<file path="config.mk">
export PLATFORM = sky130hd
export DESIGN_NAME = blob_bounding_box_centroid
export DESIGN_NICKNAME = d
export VERILOG_FILES = /design/src/bbc_pkg.sv /design/src/blob_bounding_box_centroid.sv
export SDC_FILE = /design/constraint.sdc
export NUM_CORES = 1
export LEC_CHECK = 0
export BUFFER_PORTS_ARGS = -buffer_cell sky130_fd_sc_hd__buf_2
export CORE_UTILIZATION = 55
export DETAILED_ROUTE_END_ITERATION = 12
export PLACE_DENSITY = 0.73
export SLEW_MARGIN = 5
export SYNTH_ARGS = -nofsm -noshare
export SYNTH_HDL_FRONTEND = slang
export SYNTH_SLANG_ARGS = --single-unit
</file>
<file path="constraint.sdc">
create_clock -name i_clk -period 10.1 [get_ports i_clk]
set_clock_uncertainty 0.1 [all_clocks]
set_input_delay 1.01 -clock i_clk [delete_from_list [all_inputs] [get_ports i_clk]]
set_output_delay 1.01 -clock i_clk [all_outputs]
set_load 0.02 [all_outputs]
</file>
<file path="src/bbc_pkg.sv">
// Shared constants for the blob bounding box and centroid block.
// Holds the fixed field widths, the default frame limit and the register indexes.
// No dependencies.
`timescale 1ns / 1ps

package bbc_pkg;

    // Default largest frame dimension
    localparam int MAX_DIM_DEF = 1024;

    // Configuration port
    localparam int CFG_W      = 11;
    localparam int CFG_ADDR_W = 2;
    localparam logic [CFG_ADDR_W-1:0] REG_FRAME_WIDTH  = 2'd0;
    localparam logic [CFG_ADDR_W-1:0] REG_FRAME_HEIGHT = 2'd1;

    // Field widths of the pixel and result items
    localparam int PIX_W   = 8;
    localparam int POS_W   = 10;
    localparam int EXT_W   = 11;
    localparam int CENT_W  = 18;
    localparam int COUNT_W = 21;
    localparam int FRAC_W  = 8;

    // Result packing, lowest field first, padded to whole bytes
    localparam int RES_BITS = 2 * POS_W + 2 * EXT_W + 2 * CENT_W + COUNT_W;
    localparam int RES_W    = ((RES_BITS + 7) / 8) * 8;

endpackage

</file>
<file path="src/blob_bounding_box_centroid.sv">
// Pixel items are accepted back to back while a frame streams in. After the last pixel
// of a frame the centroids come from one restoring divider (QW = log2(MAX_DIM) + 8
// quotient bits) that runs a bit per cycle
// and serves the column centroid, then the row centroid; an empty frame skips it and
// goes straight to the output state. Pixels are not taken until the result enters the output
// register. Synchronous active-low reset sets both frame dimensions to 1024, clears the
// position counters and accumulators and drops any pending result. Depends on bbc_pkg.
`timescale 1ns / 1ps

module blob_bounding_box_centroid
    import bbc_pkg::*;
#(
    parameter int MAX_DIM = MAX_DIM_DEF
) (
    input  logic                  i_clk,
    input  logic                  i_rst_n,
    // Configuration write port
    input  logic                  i_cfg_we,
    input  logic [CFG_ADDR_W-1:0] i_cfg_addr,
    input  logic [CFG_W-1:0]      i_cfg_wdata,
    // Pixel stream
    input  logic                  i_s_axis_tvalid,
    output logic                  o_s_axis_tready,
    input  logic [PIX_W-1:0]      i_s_axis_tdata,   // pixel_value[7:0]
    // Result stream
    output logic                  o_m_axis_tvalid,
    input  logic                  i_m_axis_tready,
    // box_left[9:0], box_top[19:10], box_width[30:20], box_height[41:31],
    // centroid_col[59:42], centroid_row[77:60], point_count[98:78], zero pad
    output logic [RES_W-1:0]      o_m_axis_tdata,
    output logic                  o_m_axis_tuser    // frame_empty
);

    // Internal widths that follow from the frame limit
    localparam int CW  = $clog2(MAX_DIM);
    localparam int NW  = $clog2(MAX_DIM * MAX_DIM + 1);
    localparam int SW  = CW + NW;
    localparam int QW  = CW + FRAC_W;
    localparam int IW  = $clog2(QW + 1);
    localparam int DW  = (CFG_W > CW + 1) ? CFG_W : CW + 1;
    localparam logic [DW-1:0] DIM_MAX = DW'(MAX_DIM);
    localparam logic [DW-1:0] DIM_ONE = DW'(1);

    // Sequencer states
    localparam logic [2:0] S_IDLE = 3'd0;
    localparam logic [2:0] S_MUL  = 3'd1;
    localparam logic [2:0] S_SUB  = 3'd2;
    localparam logic [2:0] S_DIV  = 3'd3;
    localparam logic [2:0] S_OUT  = 3'd4;

    logic [CFG_W-1:0] r_frame_w;
    logic [CFG_W-1:0] r_frame_h;
    logic [2:0]       r_state;
    logic             r_pass;
    logic [IW-1:0]    r_iter;

    logic [CW-1:0]    r_col;
    logic [CW-1:0]    r_row;
    logic [NW-1:0]    r_cnt;
    logic [CW-1:0]    r_min_col;
    logic [CW-1:0]    r_max_col;
    logic [CW-1:0]    r_min_row;
    logic [CW-1:0]    r_max_row;
    logic [SW-1:0]    r_col_sum;
    logic [SW-1:0]    r_row_sum;

    logic [SW-1:0]    r_prod;
    logic [NW-1:0]    r_rem;
    logic [QW-1:0]    r_dvd;
    logic [QW-1:0]    r_cent_col;

    logic             r_out_valid;
    logic [RES_W-1:0] r_out_data;
    logic             r_out_empty;

    logic [DW-1:0]    w_dim;
    logic [DW-1:0]    h_dim;
    logic             s_accept;
    logic             s_fg;
    logic             s_col_end;
    logic             s_last;
    logic             s_restart;
    logic             s_out_free;
    logic [NW-1:0]    n_cnt;
    logic [CW-1:0]    s_min_sel;
    logic [SW-1:0]    s_sum_sel;
    logic [SW-1:0]    s_rest;
    logic [NW+1:0]    s_trial;
    logic             s_qbit;
    logic [RES_W-1:0] s_result;

    // Frame size with zero read as one and large values saturated
    always_comb begin
        w_dim = DW'(r_frame_w);
        h_dim = DW'(r_frame_h);
        if (w_dim == '0) begin
            w_dim = DIM_ONE;
        end else if (w_dim > DIM_MAX) begin
            w_dim = DIM_MAX;
        end
        if (h_dim == '0) begin
            h_dim = DIM_ONE;
        end else if (h_dim > DIM_MAX) begin
            h_dim = DIM_MAX;
        end
    end

    // Pixel acceptance and frame position
    assign o_s_axis_tready = (r_state == S_IDLE);
    assign s_accept  = i_s_axis_tvalid && o_s_axis_tready;
    assign s_fg      = (i_s_axis_tdata != '0);
    assign s_col_end = (DW'(r_col) + DIM_ONE >= w_dim);
    assign s_last    = s_col_end && (DW'(r_row) + DIM_ONE >= h_dim);
    assign n_cnt     = s_fg ? r_cnt + NW'(1) : r_cnt;
    assign s_out_free = !r_out_valid || i_m_axis_tready;

    // A write to a known register, or a result entering the output register, starts a fresh frame
    assign s_restart = (i_cfg_we && (i_cfg_addr == REG_FRAME_WIDTH ||
                                     i_cfg_addr == REG_FRAME_HEIGHT))
                     || (r_state == S_OUT && s_out_free);

    // Shared multiplier, subtractor and divider inputs
    assign s_min_sel = r_pass ? r_min_row : r_min_col;
    assign s_sum_sel = r_pass ? r_row_sum : r_col_sum;
    assign s_rest    = s_sum_sel - r_prod;
    assign s_trial   = {1'b0, r_rem, r_dvd[QW-1]} - (NW + 2)'(r_cnt);
    assign s_qbit    = !s_trial[NW+1];

    // Result packing; an empty frame gives zero geometry
    always_comb begin
        s_result = '0;
        if (r_cnt != '0) begin
            s_result = RES_W'({COUNT_W'(r_cnt),
                               CENT_W'(r_dvd),
                               CENT_W'(r_cent_col),
                               EXT_W'((CW + 1)'(r_max_row) - (CW + 1)'(r_min_row)
                                      + (CW + 1)'(1)),
                               EXT_W'((CW + 1)'(r_max_col) - (CW + 1)'(r_min_col)
                                      + (CW + 1)'(1)),
                               POS_W'(r_min_row),
                               POS_W'(r_min_col)});
        end
    end

    // Configuration registers
    always_ff @(posedge i_clk) begin
        if (!i_rst_n) begin
            r_frame_w <= CFG_W'(1024);
            r_frame_h <= CFG_W'(1024);
        end else if (i_cfg_we) begin
            unique case (i_cfg_addr)
                REG_FRAME_WIDTH:  r_frame_w <= i_cfg_wdata;
                REG_FRAME_HEIGHT: r_frame_h <= i_cfg_wdata;
                default: ;
            endcase
        end
    end

    // Frame position and accumulators
    always_ff @(posedge i_clk) begin
        if (!i_rst_n || s_restart) begin
            r_col     <= '0;
            r_row     <= '0;
            r_cnt     <= '0;
            r_min_col <= '1;
            r_max_col <= '0;
            r_min_row <= '1;
            r_max_row <= '0;
            r_col_sum <= '0;
            r_row_sum <= '0;
        end else if (s_accept) begin
            if (s_fg) begin
                r_cnt <= n_cnt;
                if (r_cnt == '0 || r_col < r_min_col) r_min_col <= r_col;
                if (r_cnt == '0 || r_col > r_max_col) r_max_col <= r_col;
                if (r_cnt == '0 || r_row < r_min_row) r_min_row <= r_row;
                if (r_cnt == '0 || r_row > r_max_row) r_max_row <= r_row;
                r_col_sum <= r_col_sum + SW'(r_col);
                r_row_sum <= r_row_sum + SW'(r_row);
            end
            if (s_col_end) begin
                r_col <= '0;
                r_row <= r_row + CW'(1);
            end else begin
                r_col <= r_col + CW'(1);
            end
        end
    end

    // Sequencer: multiply, subtract, then one quotient bit per cycle, twice
    always_ff @(posedge i_clk) begin
        if (!i_rst_n) begin
            r_state <= S_IDLE;
            r_pass  <= 1'b0;
            r_iter  <= '0;
        end else begin
            unique case (r_state)
                S_IDLE: begin
                    if (s_accept && s_last) begin
                        r_pass  <= 1'b0;
                        r_state <= (n_cnt == '0) ? S_OUT : S_MUL;
                    end
                end
                S_MUL: r_state <= S_SUB;
                S_SUB: begin
                    r_iter  <= '0;
                    r_state <= S_DIV;
                end
                S_DIV: begin
                    r_iter <= r_iter + IW'(1);
                    if (r_iter == IW'(QW - 1)) begin
                        r_pass  <= 1'b1;
                        r_state <= r_pass ? S_OUT : S_MUL;
                    end
                end
                S_OUT: begin
                    if (s_out_free) r_state <= S_IDLE;
                end
                default: r_state <= S_IDLE;
            endcase
        end
    end

    // Shared arithmetic datapath
    always_ff @(posedge i_clk) begin
        unique case (r_state)
            S_MUL: r_prod <= SW'(s_min_sel * r_cnt);
            S_SUB: begin
                r_rem <= NW'(s_rest >> CW);
                r_dvd <= {s_rest[CW-1:0], FRAC_W'(0)};
            end
            S_DIV: begin
                r_rem <= s_qbit ? s_trial[NW-1:0] : {r_rem[NW-2:0], r_dvd[QW-1]};
                r_dvd <= {r_dvd[QW-2:0], s_qbit};
                if (!r_pass && r_iter == IW'(QW - 1)) begin
                    r_cent_col <= {r_dvd[QW-2:0], s_qbit};
                end
            end
            default: ;
        endcase
    end

    // Output register
    always_ff @(posedge i_clk) begin
        if (!i_rst_n) begin
            r_out_valid <= 1'b0;
        end else if (r_state == S_OUT && s_out_free) begin
            r_out_valid <= 1'b1;
        end else if (i_m_axis_tready) begin
            r_out_valid <= 1'b0;
        end
    end

    always_ff @(posedge i_clk) begin
        if (r_state == S_OUT && s_out_free) begin
            r_out_data  <= s_result;
            r_out_empty <= (r_cnt == '0);
        end
    end

    assign o_m_axis_tvalid = r_out_valid;
    assign o_m_axis_tdata  = r_out_data;
    assign o_m_axis_tuser  = r_out_empty;

    // An empty frame carries no geometry
    a_empty_zero: assert property (@(posedge i_clk) disable iff (!i_rst_n)
        (o_m_axis_tvalid && o_m_axis_tuser) |-> (o_m_axis_tdata == '0))
        else $error("empty frame result carries nonzero fields");

    // Sums stay zero until the first foreground pixel
    a_sums_idle: assert property (@(posedge i_clk) disable iff (!i_rst_n)
        (r_cnt == '0) |-> (r_col_sum == '0 && r_row_sum == '0))
        else $error("accumulated sums without foreground pixels");

    // Box bounds are ordered once a point was seen
    a_box_order: assert property (@(posedge i_clk) disable iff (!i_rst_n)
        (r_cnt != '0) |-> (r_min_col <= r_max_col && r_min_row <= r_max_row))
        else $error("bounding box bounds out of order");

    // Divider never runs past its last quotient bit
    a_div_iter: assert property (@(posedge i_clk) disable iff (!i_rst_n)
        (r_state == S_DIV) |-> (r_iter <= IW'(QW - 1)))
        else $error("divider iteration count overrun");

    // A result is only loaded from the output state
    a_load_src: assert property (@(posedge i_clk) disable iff (!i_rst_n)
        $rose(o_m_axis_tvalid) |-> ($past(r_state) == S_OUT))
        else $error("result loaded outside the output state");

endmodule
</file>
==> impl_results.rst <==
.. list-table::
   :header-rows: 1

   * - Metric
     - Value
   * - Worst hold margin
     - 0.367 ns
   * - Slew Limit Headroom
     - 0.173
   * - Detailed-route wire length per cell
     - 18.4 um
   * - Number of placement rows
     - 81
   * - Critical hold path startpoint
     - r_dvd[3]
   * - Initial DRT Pass Iterations
     - 5
   * - CTS resizes
     - 0
   * - R2r endpoint
     - r_prod[25]
   * - Data arrival, critical path
     - 7.42 ns
   * - Area used by multi-input combinational logic
     - 16400 sq um
   * - Beginning of the worst register-to-register path
     - r_pass
   * - ANT cells
     - 0
   * - Layout cell share with drive strength beyond 1
     - 0.0896
   * - Post-route cell area
     - 29700 sq um
   * - Post-synthesis cell count
     - 2943
   * - I/O pins
     - 133
   * - Met3 routed wirelength
     - 3750 um
   * - Count of unresolved DRC violations after routing
     - 0
   * - Initial Util
     - 0.556
   * - Overall routed net length
     - 67900 um
   * - Post-synthesis average cell area
     - 9.22 sq um
   * - Netlist Area Pre-Place
     - 27100 sq um
   * - F_max
     - 0.139 GHz
   * - Number of synthesized flops with an enable pin
     - 188
   * - Final total negative setup slack
     - 0 ns
   * - Initial DRC Count
     - 1459
   * - Peak supply drop
     - 0.124 mV
   * - Total met2 wirelength after detailed routing
     - 33200 um
   * - Vias in the first global route
     - 21.3k
   * - TritonCTS buffer count
     - 42
   * - Floorplan core area
     - 48800 sq um
   * - Flop and latch count out of synthesis
     - 363
   * - Filler cell count
     - 4161
   * - Hold path endpoint
     - r_cent_col[4]
   * - Final Critical Period
     - 7.21 ns
   * - Number of H-tree levels
     - 2
   * - Area of all sequential standard cells
     - 9150 sq um
   * - Sum of net half-perimeters after detailed placement
     - 50700 um
   * - Hold buffer count at cts
     - 0
   * - TritonCTS clock tree
     - built
   * - First-pass GRT wire length
     - 110000 um
   * - Setup Viol. Count Final
     - 0
   * - Clock tree root buffer cell
     - clkbuf_16
   * - Pin count of the biggest net entering global routing
     - 82
   * - Cell Area, Placed
     - 28300 sq um
   * - Utilization after layout
     - 0.608
   * - # Post-CTS Setup Buffers
     - 0
   * - Kind of start point of the critical path
     - flop
   * - Final number of hold-violating endpoints
     - 0
   * - Antenna violations before repair
     - 0
   * - Cell depth of the worst hold path
     - 0
   * - Worst R2R Setup Slack
     - 2.89 ns
   * - Top routing layer used
     - met4
   * - Chip width
     - 224 um
   * - GRT Util Overall
     - 0.275
   * - Routed length on met1
     - 28300 um
   * - Number of distinct standard cells referenced by the synthesized netlist
     - 82
   * - Overall die height
     - 224 um
   * - Outcome
     - complete, no violations
   * - Number of vias per cell after detailed routing
     - 5.73
   * - Worst Setup End Kind
     - flop
   * - Number of port buffers
     - 127
   * - Required arrival time at the worst endpoint
     - 10.31 ns
   * - NumNets Final
     - 3426
   * - Setup CP Type
     - flop to flop
   * - Max clock buf depth
     - 3
   * - Total number of vias
     - 21.2k
   * - Max capacitance violation total
     - 0
   * - Worst min path class
     - flop to flop
   * - Synthesis warning total
     - 0
   * - Layout area overhead
     - 9.36%
   * - RSZ-0062 raised after global routing
     - no
   * - Count of nets left with antenna violations after detail routing
     - 0
   * - Final count of pins violating max slew
     - 0
   * - Largest fanout on the critical path
     - 55
   * - Fraction of the yosys area taken by sequential cells
     - 0.337
   * - Pin slew with the least headroom to its limit
     - 1.23 ns
   * - Share of the clock period used by the worst path after layout
     - 0.714
   * - Most common cell after layout, fill and taps aside
     - nor2_1
   * - Overflow after GRT
     - 0
   * - Static leakage
     - 13.4 nW
   * - Async set or reset register ratio after synthesis
     - 0
   * - Power density cells
     - 112 nW/um^2
   * - Clk sink count
     - 363
   * - RePlAce Congestion
     - 0.912
   * - Commonest cells after routing, fill and taps aside
     - 313 x nor2_1, 294 x nand2_1, 287 x inv_1
   * - Die outline area
     - 50300 sq um
   * - Most used flip-flop cell after synthesis
     - edfxtp_1
   * - Clock insertion delay at the later pin of the skew report
     - 0.59 ns
   * - R2R cell count
     - 25
   * - Clock-pin slew on the worst setup and hold paths
     - 0.06 ns
==> synthesized netlist by cell type, types with 14 or more instances <==
cell / count / area share
nor2b_1: 84 / 0.019
fa_1: 156 / 0.12
ha_1: 241 / 0.11
nor2_1: 314 / 0.043
and3_1: 37 / 0.0085
o211ai_1: 33 / 0.0091
a21boi_0: 14 / 0.0039
nand2_1: 294 / 0.041
xor2_1: 66 / 0.021
nor3_1: 43 / 0.0079
nand3_1: 50 / 0.0092
a31oi_1: 16 / 0.0037
a211oi_1: 15 / 0.0041
edfxtp_1: 188 / 0.21
o21ai_0: 115 / 0.021
or3_1: 15 / 0.0035
clkbuf_1: 118 / 0.016
dfxtp_1: 175 / 0.13
nand2b_1: 32 / 0.0074
inv_1: 289 / 0.040
mux2i_1: 49 / 0.018
a21oi_1: 158 / 0.029
a21o_1: 47 / 0.013
o21a_1: 32 / 0.0088
xnor2_1: 109 / 0.035
nand4_1: 16 / 0.0037
nor4_1: 19 / 0.0044
and2_1: 28 / 0.0065
mux2_2: 31 / 0.013
==> area by class of cell <==
class                      count  area share
tap                          664      0.0280
sequential                   363       0.308
inverter                     301      0.0381
timing repair buffer         149      0.0270
clock buffer                  59      0.0408
multi-input combinational   2146       0.552
clock inverter                19     0.00636
==> worst max path at each step <==
stage	startpoint	to	slack, ns	cells past startpoint
3_3_place_gp	r_pass	r_prod[25]	3.17	25
5_1_grt	r_pass	r_prod[25]	2.56	25
4_1_cts	r_pass	r_prod[25]	2.97	25
2_1_floorplan	r_pass	r_prod[25]	3.81	25
3_5_place_dp	r_pass	r_prod[25]	2.99	23
6_report	r_pass	r_prod[25]	2.89	25
==> per-layer routing <==
layer | up-vias | global-route usage
met5 | - | 0
met4 | 0 | 0.122
met3 | 164 | 0.0366
met2 | 662 | 0.472
met1 | 10277 | 0.346
li1 | 10087 | -
==> through the flow <==
stage / setup slack, ns / power (mW) / std cells
after floorplan: 3.81 / 1.75 / 2947
after global placement: 3.17 / 1.80 / 3623
after detailed placement: 2.99 / 1.81 / 3623
final: 2.89 / 3.32 / 3701
after CTS: 2.97 / 3.35 / 3701
after global routing: 2.56 / 3.43 / 3701
==> state kept, by name (all words and copies together), names as in the netlist <==
signal,cells
r_cnt,21
r_frame_h,11
r_min_col,10
r_iter,5
r_min_row,10
r_rem,21
r_col,10
r_max_row,10
r_state,3
o_m_axis_tuser,1
r_max_col,10
r_prod,31
r_row,10
r_pass,1
r_dvd,18
r_row_sum,31
r_frame_w,11
r_col_sum,31
o_m_axis_tvalid,1
r_cent_col,18
o_m_axis_tdata,99
==> report_power, final <==
part / internal (mW) / switching [mW] / total [mW]
registers: 1.56 / 0.0117 / 1.57
logic: 0.0692 / 0.144 / 0.213
clock network: 0.894 / 0.643 / 1.54
total: 2.52 / 0.798 / 3.32
==> kinds of logic after synthesis <==
kind of cell    Yosys count  share of synthesized area
compound gates          522                      0.122
fa+ha+maj               397                      0.226
buf+inv                 438                     0.0614
mux                      80                     0.0309
simple gates            967                      0.166
flops                   363                      0.337
xor+xnor                175                     0.0565
other cells               1                   0.000138
==> critical path, stage by stage (launching register included) <==
cell	delay (ns)
dfxtp_2	0.34
buf_4	0.56
nand2_1	0.10
o21ai_1	0.13
buf_4	0.28
nand2_1	0.12
fa_1	0.56
inv_1	0.05
fa_1	0.50
inv_1	0.05
fa_1	0.47
inv_1	0.06
fa_1	0.53
inv_1	0.06
fa_1	0.53
inv_1	0.04
ha_1	0.34
a21oi_1	0.22
nand2_1	0.08
o2111ai_1	0.25
a21oi_1	0.17
a41oi_1	0.42
o22ai_1	0.25
a41oi_1	0.35
a21boi_0	0.16
xor2_1	0.17
Note: power is estimated with default switching activity, not from simulation.
